## config.mk

```make
export PLATFORM = sky130hd
export DESIGN_NAME = multi_stop_gradient_row_color_unit
export DESIGN_NICKNAME = d
export VERILOG_FILES = /design/src/hdl/msgrc_pkg.sv /design/src/hdl/msgrc_ram.sv /design/src/hdl/msgrc_div.sv /design/src/hdl/msgrc_ctrl.sv /design/src/hdl/msgrc_dp.sv /design/src/hdl/multi_stop_gradient_row_color_unit.sv
export VERILOG_INCLUDE_DIRS = /design/src /design/src/hdl
export SDC_FILE = /design/constraint.sdc
export NUM_CORES = 2
export LEC_CHECK = 0
export BUFFER_PORTS_ARGS = -buffer_cell sky130_fd_sc_hd__buf_2
export CORE_MARGIN = 2
export CORE_UTILIZATION = 27
export CTS_CLUSTER_DIAMETER = 100
export DETAILED_ROUTE_END_ITERATION = 10
export GPL_ROUTABILITY_DRIVEN = 0
export MAX_ROUTING_LAYER = met4
export PLACE_DENSITY_LB_ADDON = 0.08
export SLEW_MARGIN = 20
export SYNTH_ARGS = -nofsm -noshare
export SYNTH_HDL_FRONTEND = slang
export SYNTH_SLANG_ARGS = --single-unit
```

## constraint.sdc

```tcl
create_clock -name clk_i -period 12.8 [get_ports clk_i]
set_input_delay 0.64 -clock clk_i [delete_from_list [all_inputs] [get_ports clk_i]]
set_output_delay 0.64 -clock clk_i [all_outputs]
set_load 0.02 [all_outputs]
```

## src/hdl/multi_stop_gradient_row_color_unit_assert.svh

```systemverilog
// Assertion macros for the gradient row color unit.
`ifndef MULTI_STOP_GRADIENT_ROW_COLOR_UNIT_ASSERT_SVH
`define MULTI_STOP_GRADIENT_ROW_COLOR_UNIT_ASSERT_SVH

// Checked only while out of reset.
`define MSGRC_ASSERT(lbl, prop, msg) \
  lbl: assert property (@(posedge clk_i) disable iff (!rst_ni) prop) else $error(msg);

// Checked during reset as well.
`define MSGRC_ASSERT_RST(lbl, prop, msg) \
  lbl: assert property (@(posedge clk_i) prop) else $error(msg);

`endif

```

## src/hdl/msgrc_pkg.sv

```systemverilog
// Shared types and constants of the gradient row color unit.
package msgrc_pkg;

  localparam int MAX_STOPS_DEF = 8;

  localparam int MODE_W  = 2;
  localparam int POS_W   = 17;
  localparam int COLOR_W = 32;
  localparam int ROW_W   = 12;
  localparam int RC_W    = 13;
  localparam int FRAC_W  = 16;
  localparam int IN_W    = 64;
  localparam int OUT_W   = 40;

  localparam logic [POS_W-1:0] POS_ONE  = 17'h10000;
  localparam logic [RC_W-1:0]  RC_RESET = 13'd2;

  localparam int DIV_NUM_W = ROW_W + FRAC_W;
  localparam int DIV_REM_W = POS_W;
  localparam int DIV_CNT_W = 5;
  localparam logic [DIV_CNT_W-1:0] DIV_ITER_P = 5'(DIV_NUM_W);
  localparam logic [DIV_CNT_W-1:0] DIV_ITER_F = 5'(FRAC_W);

  typedef enum logic [MODE_W-1:0] {
    MODE_ADD    = 2'd0,
    MODE_CLEAR  = 2'd1,
    MODE_BASE   = 2'd2,
    MODE_RENDER = 2'd3
  } mode_e;

  typedef enum logic [3:0] {
    ST_IDLE,
    ST_DECODE,
    ST_SCAN_RD,
    ST_SCAN_CHK,
    ST_INS_CHK,
    ST_SHIFT_RD,
    ST_SHIFT_WR,
    ST_PHASE,
    ST_DIV_P,
    ST_R_RD,
    ST_R_CHK,
    ST_DIV_F,
    ST_BLEND,
    ST_OUT
  } state_e;

  typedef enum logic [1:0] {
    WR_NONE,
    WR_TARGET,
    WR_SHIFT
  } wr_sel_e;

  typedef enum logic [1:0] {
    RES_HOLD,
    RES_PREV,
    RES_RD
  } res_sel_e;

  typedef struct packed {
    logic     load_item;
    logic     count_clr;
    logic     count_inc;
    logic     idx_inc;
    logic     k_load;
    logic     k_dec;
    logic     rd_idx;
    logic     rd_km1;
    wr_sel_e  wr_sel;
    logic     ok_clr;
    logic     phase_next;
    res_sel_e res_sel;
    logic     prev_load;
    logic     next_load;
    logic     div_start_p;
    logic     div_start_f;
    logic     p_zero;
    logic     p_load;
    logic     f_load;
    logic     blend_step;
    logic     out_load;
  } cmd_t;

  typedef struct packed {
    mode_e mode;
    logic  phase;
    logic  pos_bad;
    logic  idx_lt_count;
    logic  idx_zero;
    logic  count_zero;
    logic  count_full;
    logic  k_gt_idx;
    logic  rd_eq;
    logic  rd_gt;
    logic  p_le_rd;
    logic  p_lt_rd;
    logic  rc_small;
    logic  div_busy;
    logic  div_done;
    logic  blend_last;
    logic  out_free;
  } sts_t;

endpackage

```

## src/hdl/msgrc_ram.sv

```systemverilog
// Generic single-write, single-read RAM with registered read data.
module msgrc_ram #(
  parameter int Width = 49,
  parameter int Depth = 8
) (
  input  logic                     clk_i,
  input  logic                     we_i,
  input  logic [$clog2(Depth)-1:0] waddr_i,
  input  logic [Width-1:0]         wdata_i,
  input  logic                     re_i,
  input  logic [$clog2(Depth)-1:0] raddr_i,
  output logic [Width-1:0]         rdata_o
);

  logic [Width-1:0] mem_q [Depth];
  logic [Width-1:0] rdata_q;

  always_ff @(posedge clk_i) begin
    if (we_i) begin
      mem_q[waddr_i] <= wdata_i;
    end
    if (re_i) begin
      rdata_q <= mem_q[raddr_i];
    end
  end

  assign rdata_o = rdata_q;

endmodule

```

## src/hdl/msgrc_div.sv

```systemverilog
// Restoring divider, one quotient bit per cycle.
module msgrc_div (
  input  logic                               clk_i,
  input  logic                               rst_ni,
  input  logic                               start_i,
  input  logic [msgrc_pkg::DIV_REM_W-1:0]   rem_i,
  input  logic [msgrc_pkg::DIV_NUM_W-1:0]   num_i,
  input  logic [msgrc_pkg::DIV_CNT_W-1:0]   iters_i,
  input  logic [msgrc_pkg::DIV_REM_W-1:0]   den_i,
  output logic                               busy_o,
  output logic                               done_o,
  output logic [msgrc_pkg::DIV_NUM_W-1:0]   quo_o
);
  import msgrc_pkg::*;

  logic                 busy_q, busy_d;
  logic                 done_q, done_d;
  logic [DIV_CNT_W-1:0] cnt_q, cnt_d;
  logic [DIV_REM_W-1:0] r_q, r_d;
  logic [DIV_NUM_W-1:0] n_q, n_d;
  logic [DIV_NUM_W-1:0] q_q, q_d;
  logic [DIV_REM_W-1:0] d_q, d_d;
  logic [DIV_REM_W:0]   r_sh;
  logic [DIV_REM_W:0]   r_sub;
  logic                 ge;

  assign r_sh  = {r_q, n_q[DIV_NUM_W-1]};
  assign r_sub = r_sh - {1'b0, d_q};
  assign ge    = r_sh >= {1'b0, d_q};

  always_comb begin
    busy_d = busy_q;
    done_d = 1'b0;
    cnt_d  = cnt_q;
    r_d    = r_q;
    n_d    = n_q;
    q_d    = q_q;
    d_d    = d_q;
    if (start_i) begin
      busy_d = 1'b1;
      cnt_d  = iters_i;
      r_d    = rem_i;
      n_d    = num_i;
      q_d    = '0;
      d_d    = den_i;
    end else if (busy_q) begin
      r_d   = ge ? r_sub[DIV_REM_W-1:0] : r_sh[DIV_REM_W-1:0];
      n_d   = {n_q[DIV_NUM_W-2:0], 1'b0};
      q_d   = {q_q[DIV_NUM_W-2:0], ge};
      cnt_d = cnt_q - DIV_CNT_W'(1);
      if (cnt_q == DIV_CNT_W'(1)) begin
        busy_d = 1'b0;
        done_d = 1'b1;
      end
    end
  end

  always_ff @(posedge clk_i or negedge rst_ni) begin
    if (!rst_ni) begin
      busy_q <= 1'b0;
      done_q <= 1'b0;
    end else begin
      busy_q <= busy_d;
      done_q <= done_d;
    end
  end

  always_ff @(posedge clk_i) begin
    cnt_q <= cnt_d;
    r_q   <= r_d;
    n_q   <= n_d;
    q_q   <= q_d;
    d_q   <= d_d;
  end

  assign busy_o = busy_q;
  assign done_o = done_q;
  assign quo_o  = q_q;

endmodule

```

## src/hdl/msgrc_ctrl.sv

```systemverilog
// Sequencer for table updates and row rendering.
module msgrc_ctrl (
  input  logic            clk_i,
  input  logic            rst_ni,
  input  logic            s_valid_i,
  output logic            s_ready_o,
  input  msgrc_pkg::sts_t sts_i,
  output msgrc_pkg::cmd_t cmd_o
);
  import msgrc_pkg::*;

  state_e state_q, state_d;

  always_ff @(posedge clk_i or negedge rst_ni) begin
    if (!rst_ni) begin
      state_q <= ST_IDLE;
    end else begin
      state_q <= state_d;
    end
  end

  always_comb begin
    state_d = state_q;
    case (state_q)
      ST_IDLE: begin
        if (s_valid_i) state_d = ST_DECODE;
      end
      ST_DECODE: begin
        case (sts_i.mode)
          MODE_ADD:   state_d = sts_i.pos_bad ? ST_OUT : ST_SCAN_RD;
          MODE_CLEAR: state_d = ST_OUT;
          MODE_BASE:  state_d = ST_SCAN_RD;
          default: begin
            if (sts_i.count_zero)    state_d = ST_OUT;
            else if (sts_i.rc_small) state_d = ST_R_RD;
            else                     state_d = ST_DIV_P;
          end
        endcase
      end
      ST_SCAN_RD:  state_d = sts_i.idx_lt_count ? ST_SCAN_CHK : ST_INS_CHK;
      ST_SCAN_CHK: begin
        if (sts_i.rd_eq)      state_d = ST_PHASE;
        else if (sts_i.rd_gt) state_d = ST_INS_CHK;
        else                  state_d = ST_SCAN_RD;
      end
      ST_INS_CHK:  state_d = sts_i.count_full ? ST_PHASE : ST_SHIFT_RD;
      ST_SHIFT_RD: state_d = sts_i.k_gt_idx ? ST_SHIFT_WR : ST_PHASE;
      ST_SHIFT_WR: state_d = ST_SHIFT_RD;
      ST_PHASE: begin
        if (sts_i.mode == MODE_BASE && !sts_i.phase) state_d = ST_SCAN_RD;
        else                                         state_d = ST_OUT;
      end
      ST_DIV_P: begin
        if (sts_i.div_done) state_d = ST_R_RD;
      end
      ST_R_RD: state_d = sts_i.idx_lt_count ? ST_R_CHK : ST_OUT;
      ST_R_CHK: begin
        if (sts_i.idx_zero && sts_i.p_le_rd)      state_d = ST_OUT;
        else if (!sts_i.idx_zero && sts_i.p_lt_rd) state_d = ST_DIV_F;
        else                                       state_d = ST_R_RD;
      end
      ST_DIV_F: begin
        if (sts_i.div_done) state_d = ST_BLEND;
      end
      ST_BLEND: begin
        if (sts_i.blend_last) state_d = ST_OUT;
      end
      ST_OUT: begin
        if (sts_i.out_free) state_d = ST_IDLE;
      end
      default: state_d = ST_IDLE;
    endcase
  end

  always_comb begin
    cmd_o     = '0;
    s_ready_o = 1'b0;
    case (state_q)
      ST_IDLE: begin
        s_ready_o       = 1'b1;
        cmd_o.load_item = s_valid_i;
      end
      ST_DECODE: begin
        case (sts_i.mode)
          MODE_ADD:   cmd_o.ok_clr    = sts_i.pos_bad;
          MODE_CLEAR: cmd_o.count_clr = 1'b1;
          MODE_BASE:  ;
          default: begin
            if (!sts_i.count_zero) begin
              cmd_o.p_zero      = sts_i.rc_small;
              cmd_o.div_start_p = !sts_i.rc_small;
            end
          end
        endcase
      end
      ST_SCAN_RD:  cmd_o.rd_idx = sts_i.idx_lt_count;
      ST_SCAN_CHK: begin
        // replace the color on a match; base color keeps an existing end stop
        if (sts_i.rd_eq) begin
          if (sts_i.mode == MODE_ADD) cmd_o.wr_sel = WR_TARGET;
        end else if (!sts_i.rd_gt) begin
          cmd_o.idx_inc = 1'b1;
        end
      end
      ST_INS_CHK: begin
        cmd_o.ok_clr = sts_i.count_full;
        cmd_o.k_load = !sts_i.count_full;
      end
      ST_SHIFT_RD: begin
        if (sts_i.k_gt_idx) begin
          cmd_o.rd_km1 = 1'b1;
        end else begin
          cmd_o.wr_sel    = WR_TARGET;
          cmd_o.count_inc = 1'b1;
        end
      end
      ST_SHIFT_WR: begin
        cmd_o.wr_sel = WR_SHIFT;
        cmd_o.k_dec  = 1'b1;
      end
      ST_PHASE: begin
        cmd_o.phase_next = sts_i.mode == MODE_BASE && !sts_i.phase;
      end
      ST_DIV_P: cmd_o.p_load = sts_i.div_done;
      ST_R_RD: begin
        if (sts_i.idx_lt_count) cmd_o.rd_idx  = 1'b1;
        else                    cmd_o.res_sel = RES_PREV;
      end
      ST_R_CHK: begin
        if (sts_i.idx_zero && sts_i.p_le_rd) begin
          cmd_o.res_sel = RES_RD;
        end else if (!sts_i.idx_zero && sts_i.p_lt_rd) begin
          cmd_o.next_load   = 1'b1;
          cmd_o.div_start_f = 1'b1;
        end else begin
          cmd_o.prev_load = 1'b1;
          cmd_o.idx_inc   = 1'b1;
        end
      end
      ST_DIV_F: cmd_o.f_load     = sts_i.div_done;
      ST_BLEND: cmd_o.blend_step = 1'b1;
      ST_OUT:   cmd_o.out_load   = sts_i.out_free;
      default:  ;
    endcase
  end

endmodule

```

## src/hdl/msgrc_dp.sv

```systemverilog
// Stop table, divider, blender and result register.
module msgrc_dp #(
  parameter int MAX_STOPS = msgrc_pkg::MAX_STOPS_DEF
) (
  input  logic                           clk_i,
  input  logic                           rst_ni,
  input  logic                           cfg_we_i,
  input  logic [msgrc_pkg::RC_W-1:0]     cfg_wdata_i,
  input  logic [msgrc_pkg::IN_W-1:0]     in_data_i,
  input  logic [msgrc_pkg::MODE_W-1:0]   in_user_i,
  output logic                           out_valid_o,
  input  logic                           out_ready_i,
  output logic [msgrc_pkg::OUT_W-1:0]    out_data_o,
  input  msgrc_pkg::cmd_t                cmd_i,
  output msgrc_pkg::sts_t                sts_o
);
  import msgrc_pkg::*;

  localparam int AW = $clog2(MAX_STOPS);
  localparam int CW = $clog2(MAX_STOPS + 1);
  localparam int EW = POS_W + COLOR_W;

  logic [RC_W-1:0]    row_count_q;
  logic [CW-1:0]      count_q;
  mode_e              mode_q;
  logic [POS_W-1:0]   target_q;
  logic [COLOR_W-1:0] color_q;
  logic [ROW_W-1:0]   row_q;
  logic               phase_q;
  logic               ok_q;
  logic [CW-1:0]      idx_q;
  logic [CW-1:0]      k_q;
  logic [POS_W-1:0]   p_q;
  logic [POS_W-1:0]   prev_pos_q;
  logic [COLOR_W-1:0] prev_color_q;
  logic [COLOR_W-1:0] next_color_q;
  logic [FRAC_W-1:0]  f_q;
  logic [1:0]         bc_q;
  logic [COLOR_W-1:0] result_q;
  logic               out_valid_q;
  logic [OUT_W-1:0]   out_data_q;

  logic [CW-1:0]      km1;
  logic               ram_we, ram_re;
  logic [AW-1:0]      ram_waddr, ram_raddr;
  logic [EW-1:0]      ram_wdata, ram_rdata;
  logic [POS_W-1:0]   rd_pos;
  logic [COLOR_W-1:0] rd_color;

  logic                 div_start, div_busy, div_done;
  logic [DIV_REM_W-1:0] div_rem, div_den;
  logic [DIV_NUM_W-1:0] div_num, div_quo;
  logic [DIV_CNT_W-1:0] div_iters;
  logic [RC_W-1:0]      rc_m1;

  logic [4:0]         bsel;
  logic [7:0]         s_byte, e_byte;
  logic [POS_W-1:0]   f_ext, f_inv;
  logic [24:0]        mix;

  assign km1      = k_q - CW'(1);
  assign rd_pos   = ram_rdata[POS_W-1:0];
  assign rd_color = ram_rdata[EW-1:POS_W];

  // table port selection
  always_comb begin
    ram_we    = cmd_i.wr_sel != WR_NONE;
    ram_waddr = idx_q[AW-1:0];
    ram_wdata = {color_q, target_q};
    case (cmd_i.wr_sel)
      WR_SHIFT: begin
        ram_waddr = k_q[AW-1:0];
        ram_wdata = ram_rdata;
      end
      default: ;
    endcase
    ram_re    = cmd_i.rd_idx || cmd_i.rd_km1;
    ram_raddr = cmd_i.rd_km1 ? km1[AW-1:0] : idx_q[AW-1:0];
  end

  msgrc_ram #(
    .Width (EW),
    .Depth (MAX_STOPS)
  ) u_table (
    .clk_i   (clk_i),
    .we_i    (ram_we),
    .waddr_i (ram_waddr),
    .wdata_i (ram_wdata),
    .re_i    (ram_re),
    .raddr_i (ram_raddr),
    .rdata_o (ram_rdata)
  );

  // row position, or fraction between two stops
  assign rc_m1     = row_count_q - RC_W'(1);
  assign div_start = cmd_i.div_start_p || cmd_i.div_start_f;
  always_comb begin
    if (cmd_i.div_start_f) begin
      div_rem   = p_q - prev_pos_q;
      div_num   = '0;
      div_iters = DIV_ITER_F;
      div_den   = rd_pos - prev_pos_q;
    end else begin
      div_rem   = '0;
      div_num   = {row_q, {FRAC_W{1'b0}}};
      div_iters = DIV_ITER_P;
      div_den   = {{(DIV_REM_W-RC_W){1'b0}}, rc_m1};
    end
  end

  msgrc_div u_div (
    .clk_i   (clk_i),
    .rst_ni  (rst_ni),
    .start_i (div_start),
    .rem_i   (div_rem),
    .num_i   (div_num),
    .iters_i (div_iters),
    .den_i   (div_den),
    .busy_o  (div_busy),
    .done_o  (div_done),
    .quo_o   (div_quo)
  );

  // one byte lane per cycle
  assign bsel   = {bc_q, 3'b000};
  assign s_byte = prev_color_q[bsel +: 8];
  assign e_byte = next_color_q[bsel +: 8];
  assign f_ext  = {1'b0, f_q};
  assign f_inv  = POS_ONE - f_ext;
  assign mix    = s_byte * f_inv + e_byte * f_ext;

  always_ff @(posedge clk_i or negedge rst_ni) begin
    if (!rst_ni) begin
      row_count_q <= RC_RESET;
      count_q     <= '0;
      out_valid_q <= 1'b0;
    end else begin
      if (cfg_we_i) row_count_q <= cfg_wdata_i;
      if (cmd_i.count_clr)      count_q <= '0;
      else if (cmd_i.count_inc) count_q <= count_q + CW'(1);
      if (cmd_i.out_load)       out_valid_q <= 1'b1;
      else if (out_ready_i)     out_valid_q <= 1'b0;
    end
  end

  always_ff @(posedge clk_i) begin
    if (cmd_i.load_item) begin
      mode_q   <= mode_e'(in_user_i);
      target_q <= (mode_e'(in_user_i) == MODE_BASE) ? '0 : in_data_i[POS_W-1:0];
      color_q  <= in_data_i[POS_W +: COLOR_W];
      row_q    <= in_data_i[POS_W+COLOR_W +: ROW_W];
      phase_q  <= 1'b0;
      ok_q     <= 1'b1;
      idx_q    <= '0;
      bc_q     <= '0;
      result_q <= '0;
    end
    if (cmd_i.ok_clr) ok_q <= 1'b0;
    if (cmd_i.phase_next) begin
      phase_q  <= 1'b1;
      target_q <= POS_ONE;
      idx_q    <= '0;
    end
    if (cmd_i.idx_inc) idx_q <= idx_q + CW'(1);
    if (cmd_i.k_load)     k_q <= count_q;
    else if (cmd_i.k_dec) k_q <= km1;
    if (cmd_i.p_zero) p_q <= '0;
    if (cmd_i.p_load) begin
      p_q <= (div_quo > DIV_NUM_W'(POS_ONE)) ? POS_ONE : div_quo[POS_W-1:0];
    end
    if (cmd_i.prev_load) begin
      prev_pos_q   <= rd_pos;
      prev_color_q <= rd_color;
    end
    if (cmd_i.next_load) next_color_q <= rd_color;
    if (cmd_i.f_load)    f_q <= div_quo[FRAC_W-1:0];
    case (cmd_i.res_sel)
      RES_PREV: result_q <= prev_color_q;
      RES_RD:   result_q <= rd_color;
      default:  ;
    endcase
    if (cmd_i.blend_step) begin
      result_q[bsel +: 8] <= mix[23:16];
      bc_q                <= bc_q + 2'd1;
    end
    if (cmd_i.out_load) begin
      out_data_q <= {{(OUT_W-COLOR_W-1){1'b0}}, ok_q, result_q};
    end
  end

  assign out_valid_o = out_valid_q;
  assign out_data_o  = out_data_q;

  always_comb begin
    sts_o.mode         = mode_q;
    sts_o.phase        = phase_q;
    sts_o.pos_bad      = target_q > POS_ONE;
    sts_o.idx_lt_count = idx_q < count_q;
    sts_o.idx_zero     = idx_q == '0;
    sts_o.count_zero   = count_q == '0;
    sts_o.count_full   = count_q >= CW'(MAX_STOPS);
    sts_o.k_gt_idx     = k_q > idx_q;
    sts_o.rd_eq        = rd_pos == target_q;
    sts_o.rd_gt        = rd_pos > target_q;
    sts_o.p_le_rd      = p_q <= rd_pos;
    sts_o.p_lt_rd      = p_q < rd_pos;
    sts_o.rc_small     = row_count_q < RC_RESET;
    sts_o.div_busy     = div_busy;
    sts_o.div_done     = div_done;
    sts_o.blend_last   = bc_q == 2'd3;
    sts_o.out_free     = !out_valid_q || out_ready_i;
  end

endmodule

```

## src/hdl/multi_stop_gradient_row_color_unit.sv

```systemverilog
// Multi-stop gradient row color unit. Keeps a sorted table of up to MAX_STOPS
// color stops and handles one word at a time: add stop, clear, set base color
// and render row, each answered by exactly one result word. Add stop walks the
// table entry by entry through the table RAM's single read port up to the
// insert point, then shifts the entries above it up one at a time; set base
// color places both end stops. Render runs a 28-step bit-serial division for
// the row position unless row_count is below 2, scans the stops, and, if the
// position lies between two stops, runs a 16-step division for the fraction
// and blends one byte lane per cycle. A new word is taken as soon as the
// previous one is handed to the output register, even while that result
// still waits.
`include "multi_stop_gradient_row_color_unit_assert.svh"

module multi_stop_gradient_row_color_unit #(
  parameter int MAX_STOPS = msgrc_pkg::MAX_STOPS_DEF
) (
  input  logic                          clk_i,
  input  logic                          rst_ni,
  input  logic                          cfg_we_i,
  input  logic [msgrc_pkg::RC_W-1:0]    cfg_wdata_i,     // row_count
  input  logic                          s_axis_tvalid_i,
  output logic                          s_axis_tready_o,
  // stop_position[16:0], stop_color[48:17], row_index[60:49], zero pad
  input  logic [msgrc_pkg::IN_W-1:0]    s_axis_tdata_i,
  input  logic [msgrc_pkg::MODE_W-1:0]  s_axis_tuser_i,  // mode[1:0]
  output logic                          m_axis_tvalid_o,
  input  logic                          m_axis_tready_i,
  // row_color[31:0], accepted[32], zero pad
  output logic [msgrc_pkg::OUT_W-1:0]   m_axis_tdata_o
);
  import msgrc_pkg::*;

  cmd_t cmd;
  sts_t sts;

  msgrc_ctrl u_ctrl (
    .clk_i     (clk_i),
    .rst_ni    (rst_ni),
    .s_valid_i (s_axis_tvalid_i),
    .s_ready_o (s_axis_tready_o),
    .sts_i     (sts),
    .cmd_o     (cmd)
  );

  msgrc_dp #(
    .MAX_STOPS (MAX_STOPS)
  ) u_dp (
    .clk_i       (clk_i),
    .rst_ni      (rst_ni),
    .cfg_we_i    (cfg_we_i),
    .cfg_wdata_i (cfg_wdata_i),
    .in_data_i   (s_axis_tdata_i),
    .in_user_i   (s_axis_tuser_i),
    .out_valid_o (m_axis_tvalid_o),
    .out_ready_i (m_axis_tready_i),
    .out_data_o  (m_axis_tdata_o),
    .cmd_i       (cmd),
    .sts_o       (sts)
  );

  `MSGRC_ASSERT(a_busy_after_accept, s_axis_tvalid_i && s_axis_tready_o |=> !s_axis_tready_o, "word accepted while still decoding the previous one")
  `MSGRC_ASSERT(a_div_idle_on_start, cmd.div_start_p || cmd.div_start_f |-> !sts.div_busy, "divider restarted while busy")
  `MSGRC_ASSERT(a_no_result_overwrite, cmd.out_load |-> !m_axis_tvalid_o || m_axis_tready_i, "pending result overwritten")
  `MSGRC_ASSERT_RST(a_reset_empty, !rst_ni |=> !m_axis_tvalid_o, "result valid after reset")

endmodule
```

==> After elaboration in Yosys (flattened, before gate mapping) <==
Memory sizes are Yosys's and may differ from the RTL's. A register that Yosys moved wholly into a read port is not among the register bits.
Index checks and enable logic that the tools add are counted.
{ "totals": {"regBits": 373, "mem_bits_rw": 392, "in_bits": 84, "output_inout_bits": 42, "memories": 1} }
{ "classes": {"add_sub_neg": 12, "n_mul": 2, "n_lt_le_gt_ge": 10, "n_eq_ne": 27, "shift": 4, "n_mux": 102, "reduce_logical": 25} }
{ "mem_list": {"columns": ["name", "words", "width", "read_ports", "rd_ports_with_merged_regs", "write_ports", "line", "source"], "rows": [
  ["u_dp.u_table.mem_q", 8, 49, 1, 1, 1, "msgrc_ram.sv:15", "logic [Width-1:0] mem_q [Depth];"]
]} }
{ "op_table": {"columns": ["op", "n"], "rows": [
  ["$mux 17", 8],
  ["$mux 28", 3],
  ["$mux 4", 18],
  ["$mux 32", 2],
  ["$pmux 32 s2", 1],
  ["$shiftx 32x6->8", 2],
  ["$pmux 4 s14", 1],
  ["$sub 17x17->17", 3],
  ["$mux 49", 1],
  ["$mux 1", 45],
  ["$bwmux 32", 1],
  ["$shift 8x7->32 const A", 1],
  ["$shiftx 8x7->32", 1],
  ["$gt 28x17->1 const B", 1],
  ["$add 24x24->24", 1],
  ["$eq 4x4->1 const B", 6],
  ["$mul 8x16->24", 1],
  ["$mul 8x17->24", 1],
  ["$ge 18x17->1", 1],
  ["$eq 17x17->1", 1],
  ["$gt 17x17->1", 1],
  ["$gt 17x17->1 const B", 1],
  ["$le 17x17->1", 1],
  ["$lt 17x17->1", 1],
  ["36 further kinds", 79]
]} }

==> Depth between registers and ports, before layout <==
{ "logic_depth": {"word_depth": 8, "ltp_mapped": 30, "depth_no_buf": 28} }

==> Hierarchy <==
Synthesis repeated with hierarchy kept, for this count alone.
{ "hier_totals": {"cells_unflattened": 3257, "area_unflattened_um2": 43730.7} }
{ "by_module_without_submodules": {"columns": ["mod", "instances", "cells_each", "area_per_inst_um2"], "rows": [
  ["msgrc_dp", 1, 2083, 21720.8],
  ["msgrc_ram", 1, 628, 16233.1],
  ["msgrc_div", 1, 430, 4972.3],
  ["msgrc_ctrl", 1, 116, 804.5]
]} }

==> Least setup slack after synthesis <==
Ideal clock, no wire load.
{ "synth_path": {"path_kind": "flip-flop to flip-flop", "startpoint": "reg u_dp.f_q[1]", "endpoint": "reg u_dp.result_q[6]", "setup_time_ns": 0.132, "arrival_time_ns": 7.277, "required_ns": 12.668, "slack_ns": 5.391, "path_stages_with_launch": 29, "path_buffers": 2, "synth_period_minus_slack_ns": 7.409, "path_cell_list": "edfxtp_1 clkbuf_1 inv_1 ha_1 nand2_1 or3_4 or3_1 buf_2 or3_1 xor2_1 nand2_1 fa_1 fa_1 fa_1 inv_1 fa_1 fa_1 inv_1 fa_1 inv_1 ha_1 nand4_1 a211oi_1 nand4_1 a31oi_1 nor2_1 o21ai_0 xnor2_1 o22ai_1"} }
{ "synth_between": {"elab_chain_cells": 6, "elab_cells_between_ends": 7} }
{ "synth_rtl": {"columns": ["item", "line", "source"], "rows": [
  ["start, declared", "msgrc_dp.sv:37", "logic [FRAC_W-1:0] f_q;"],
  ["start signal, assigned", "msgrc_dp.sv:176", "if (cmd_i.f_load) f_q <= div_quo[FRAC_W-1:0];"],
  ["$sub 17x16->17", "msgrc_dp.sv:129", "assign f_inv = POS_ONE - f_ext;"],
  ["$mul 8x17->24", "msgrc_dp.sv:130", "assign mix = s_byte * f_inv + e_byte * f_ext;"],
  ["$add 24x24->24 *", "msgrc_dp.sv:130", null],
  ["$shiftx 8x7->32 *", "msgrc_dp.sv:183", "result_q[bsel +: 8] <= mix[23:16];"],
  ["$bwmux 32 *", "msgrc_dp.sv:183", null],
  ["$mux 32 *", "msgrc_dp.sv:182", "if (cmd_i.blend_step) begin"],
  ["end signal, assigned", "msgrc_dp.sv:178", "RES_PREV: result_q <= prev_color_q;"],
  ["end signal, assigned", "msgrc_dp.sv:179", "RES_RD: result_q <= rd_color;"],
  ["end signal, assigned by index", "msgrc_dp.sv:183", null],
  ["end, declared", "msgrc_dp.sv:39", "logic [COLOR_W-1:0] result_q;"]
]} }
Every way passes the cells marked *; elsewhere a longest branch is shown, timed or not.
A chain may end at the register's enable or synchronous reset.

==> Worst setup path after layout <==
{ "layout_path": {"startpoint": "reg u_dp.f_q[0]", "endpoint": "reg u_dp.result_q[15]"} }
The elaborated chain is that of the path after synthesis.

==> flow_summary.yaml <==
floorplan:
  io_pins: 126
  rows: 146
  fp.dieH_um: 404
  die_w_um: 404
  die-area_um2: 163000
  core_region_area_um2: 159000
  start_util_pct: 27.2
worst_setup_path:
  cp-end-kind: "flop"
  cp.required_ps: 13330
  cp_max_fo: 14
  arrival_ps: 9590
  critPathKind: "flop to flop"
  setup.worst_path.start_class: "flop"
timing:
  max_freq_ghz: 0.110
  hold_viol: 0
  setup_viol: 0
  rsz0062_at_grt: "no"
  worstMarginPinSlew_ps: 1100
  final_max_slew_viol_count: 0
  period_minus_slack_ps: 9060
  fin_crit_sh_pct: 70.8
  max-slew-margin-rel_pct: 26.8
  fin_skew_ps: 67.9
  finalSetupTns_ps: 0
placement:
  placed_area_um2: 46200
  placed_cells: 5540
  port_buffers: 115
  hpwl_um: 82100
synthesis:
  avgSynthCellArea_um2: 12.5
  synth-seq-cells: 798
  yosysSeqAreaShare_pct: 53.3
  netlist-cell-type-count: 77
  synth_edf_count: 695
  async_reset_ff_share_pct: 3.01
  synthFlopType: "edfxtp_1"
  netlist_area_um2: 43200
  yosys_warnings: 0
  netlist_instances: 3448
  yosysTopAreaCell: "edfxtp_1"
  ys_top_cells_by_area: "edfxtp_1 48%, fa_1 10%, mux2i_1 7.8%"
  synth_top_area_share_pct: 48.3
layout:
  syn2layout_area_growth_pct: 14.2
  fin_util_pct: 31.1
  fin_area_um2: 49400
  nNetsFinal: 4042
  final_cell_count_no_fill: 5726
  drive_above_1_share_pct: 11.6
cts:
  cts_tree: "built"
  path_clk_slew_ps: 60
  post_cts_resized: 0
  cts-root-buf: "clkbuf_16"
  cts.htree.levels: 3
  cts-hold-fix-buffers: 1
  cts_sinks: 798
  clock_latency_ps: 720
  cts_inserted_buffers: 97
  clockBufferDepth: 3
  postCtsSetupRepairBufs: 0
detailed_routing:
  vias_per_cell: 4.51
  drtAntennaViolNets: 0
  finalWirelength_um: 121000
  drt-wirelength-per-cell_um: 21.2
  firstDrtPassIters: 5
  drtIter0Drc: 1253
  drc: 0
  dr_total_vias: 25800
status:
  status: "completed"
run:
  maxCapViolCount: 0
pwr:
  p_leak_nw: 19.5
  power_density_nw_per_um2: 297
  peakVddDrop_uv: 701
  power_mw: 14.7
grt:
  first_global_vias: 27300
  grt-ovfl-total: 0
  grt_pass1_wl_um: 182000
  antenna_found_initial: 10
  grt_use_total_pct: 15.5
  grt_max_degree: 114
min_path:
  hold_path.class: "input port to flop"
cell type report:
| type | instances | area [um2] |
|---|---|---|
| diodes | 3 | 7.51 |
| clock buffers | 133 | 2670 |
| clock inverters | 49 | 470 |
| fillers | 16100 | 109000 |
| inverters | 360 | 1350 |
| multi-input cells | 2149 | 18300 |
| flip-flops and latches | 798 | 23100 |
| well taps | 2072 | 2590 |
| repair buffers | 162 | 943 |
metrics by stage:
stage               hold slack (ps)  setup WS [ps]
floorplan                       344           5390
global placement                422           3770
detailed placement              424           3720
CTS                            22.5           3640
global route                   43.6           3120
finish                         97.7           3740
cells in the mapped netlist (all sizes together), types with 5 or more instances:
| master | n |
|---|---|
| edfxtp | 695 |
| inv | 359 |
| mux2i | 338 |
| nand2 | 330 |
| nor2 | 228 |
| fa | 215 |
| ha | 175 |
| and2 | 113 |
| a21oi | 92 |
| clkbuf | 86 |
| o21ai | 80 |
| dfxtp | 79 |
| mux2 | 65 |
| buf | 61 |
| xnor2 | 55 |
| a22oi | 48 |
| nor3 | 45 |
| o22ai | 44 |
| xor2 | 38 |
| nand3 | 31 |
| dfrtp | 23 |
| o21a | 21 |
| a21o | 20 |
| nand2b | 20 |
| nand4 | 18 |
| nor4 | 18 |
| a211oi | 15 |
| or3 | 15 |
| a31oi | 13 |
| mux4 | 13 |
| nor2b | 13 |
| or2 | 7 |
| o31ai | 6 |
| a21boi | 5 |
| nor3b | 5 |
| o2111ai | 5 |
| o211ai | 5 |
| o41ai | 5 |
report_power, final:
part           leakage [nW]  switching (mW)  internal [mW]
logic                  10.7            5.08           3.12
clock network          1.54            1.15           1.55
registers              7.28           0.327           3.43
total                  19.5            6.56           8.10
cells by family after synthesis:
family	synth area share [%]
multiplexers	10.2
buffers and inverters	4.72
adder cells (fa/ha/maj)	15.0
AND/OR/NAND/NOR	9.18
XOR/XNOR	1.88
AO/OA/AOI/OAI	5.63
flip-flops	53.3
other	0.00868
flip-flops by register name, summed over array words and instances (netlist names), 17 cells and up:
signal and cells:
u_dp.color_q 32, u_dp.u_table.mem_q 392, u_dp.u_div.quo_o 28, u_dp.next_color_q 32
u_dp.out_data_o 33, u_dp.prev_color_q 32, u_dp.p_q 17, u_dp.target_q 17
u_dp.u_div.r_q 17, u_dp.prev_pos_q 17, u_dp.u_table.rdata_o 49, u_dp.result_q 32
u_dp.u_div.d_q 17
worst paths after layout:
kind / slack (ps) / cells past startpoint / to / start
worst max-delay path: 3740 / 25 / u_dp.result_q[15] / u_dp.f_q[0]
worst min-delay path: 100 / 1 / u_dp.color_q[27] / s_axis_tdata_i[44]
worst max register to register: 3740 / 25 / u_dp.result_q[15] / u_dp.f_q[0]
worst min register to register: 440 / 0 / u_dp.out_data_o[19] / u_dp.result_q[19]
max in group asynchronous: 11740 / 2 / u_dp.count_q[2] / rst_ni
min in group asynchronous: 520 / 2 / u_dp.row_count_q[12] / rst_ni
layout by cell type, fill, tap and decap left out, drive strengths merged, types with 15 or more instances in the layout:
master / instances
a211oi: 15
a21o: 20
a21oi: 92
a22oi: 48
and2: 113
buf: 161
clkbuf: 133
clkinv: 39
dfrtp: 23
dfxtp: 79
edfxtp: 695
fa: 215
ha: 175
inv: 365
mux2: 65
mux2i: 338
nand2: 330
nand2b: 20
nand3: 31
nand4: 18
nor2: 228
nor3: 45
nor4: 18
o21a: 21
o21ai: 80
o22ai: 44
or3: 15
xnor2: 55
xor2: 38
per-layer routing:
metal | routed length [um] | vias to the layer above | global-route usage [%]
li1 | - | 12300 | -
met1 | 57800 | 13000 | 20.6
met3 | 3620 | 137 | 2.23
met4 | 2580 | 0 | 3.80
met2 | 57400 | 345 | 24.9
met5 | 0 | - | -
critical path: stages (launching register included):
cell      delay (ps)
edfxtp_1         690
inv_1            280
ha_1             250
nand2_1          140
or3_4            390
or3_1            540
or3_1            420
xor2_1           420
nand2_1          150
fa_1             520
fa_1             470
fa_1             550
inv_1             50
fa_1             490
fa_1             490
inv_1             50
fa_1             470
inv_1             40
ha_1             280
nand4_1           90
a211oi_1         350
nand4_1          170
a31oi_1          650
o221ai_1         290
xnor2_1          510
o22ai_1          160
(Power assumes the default switching activity.)
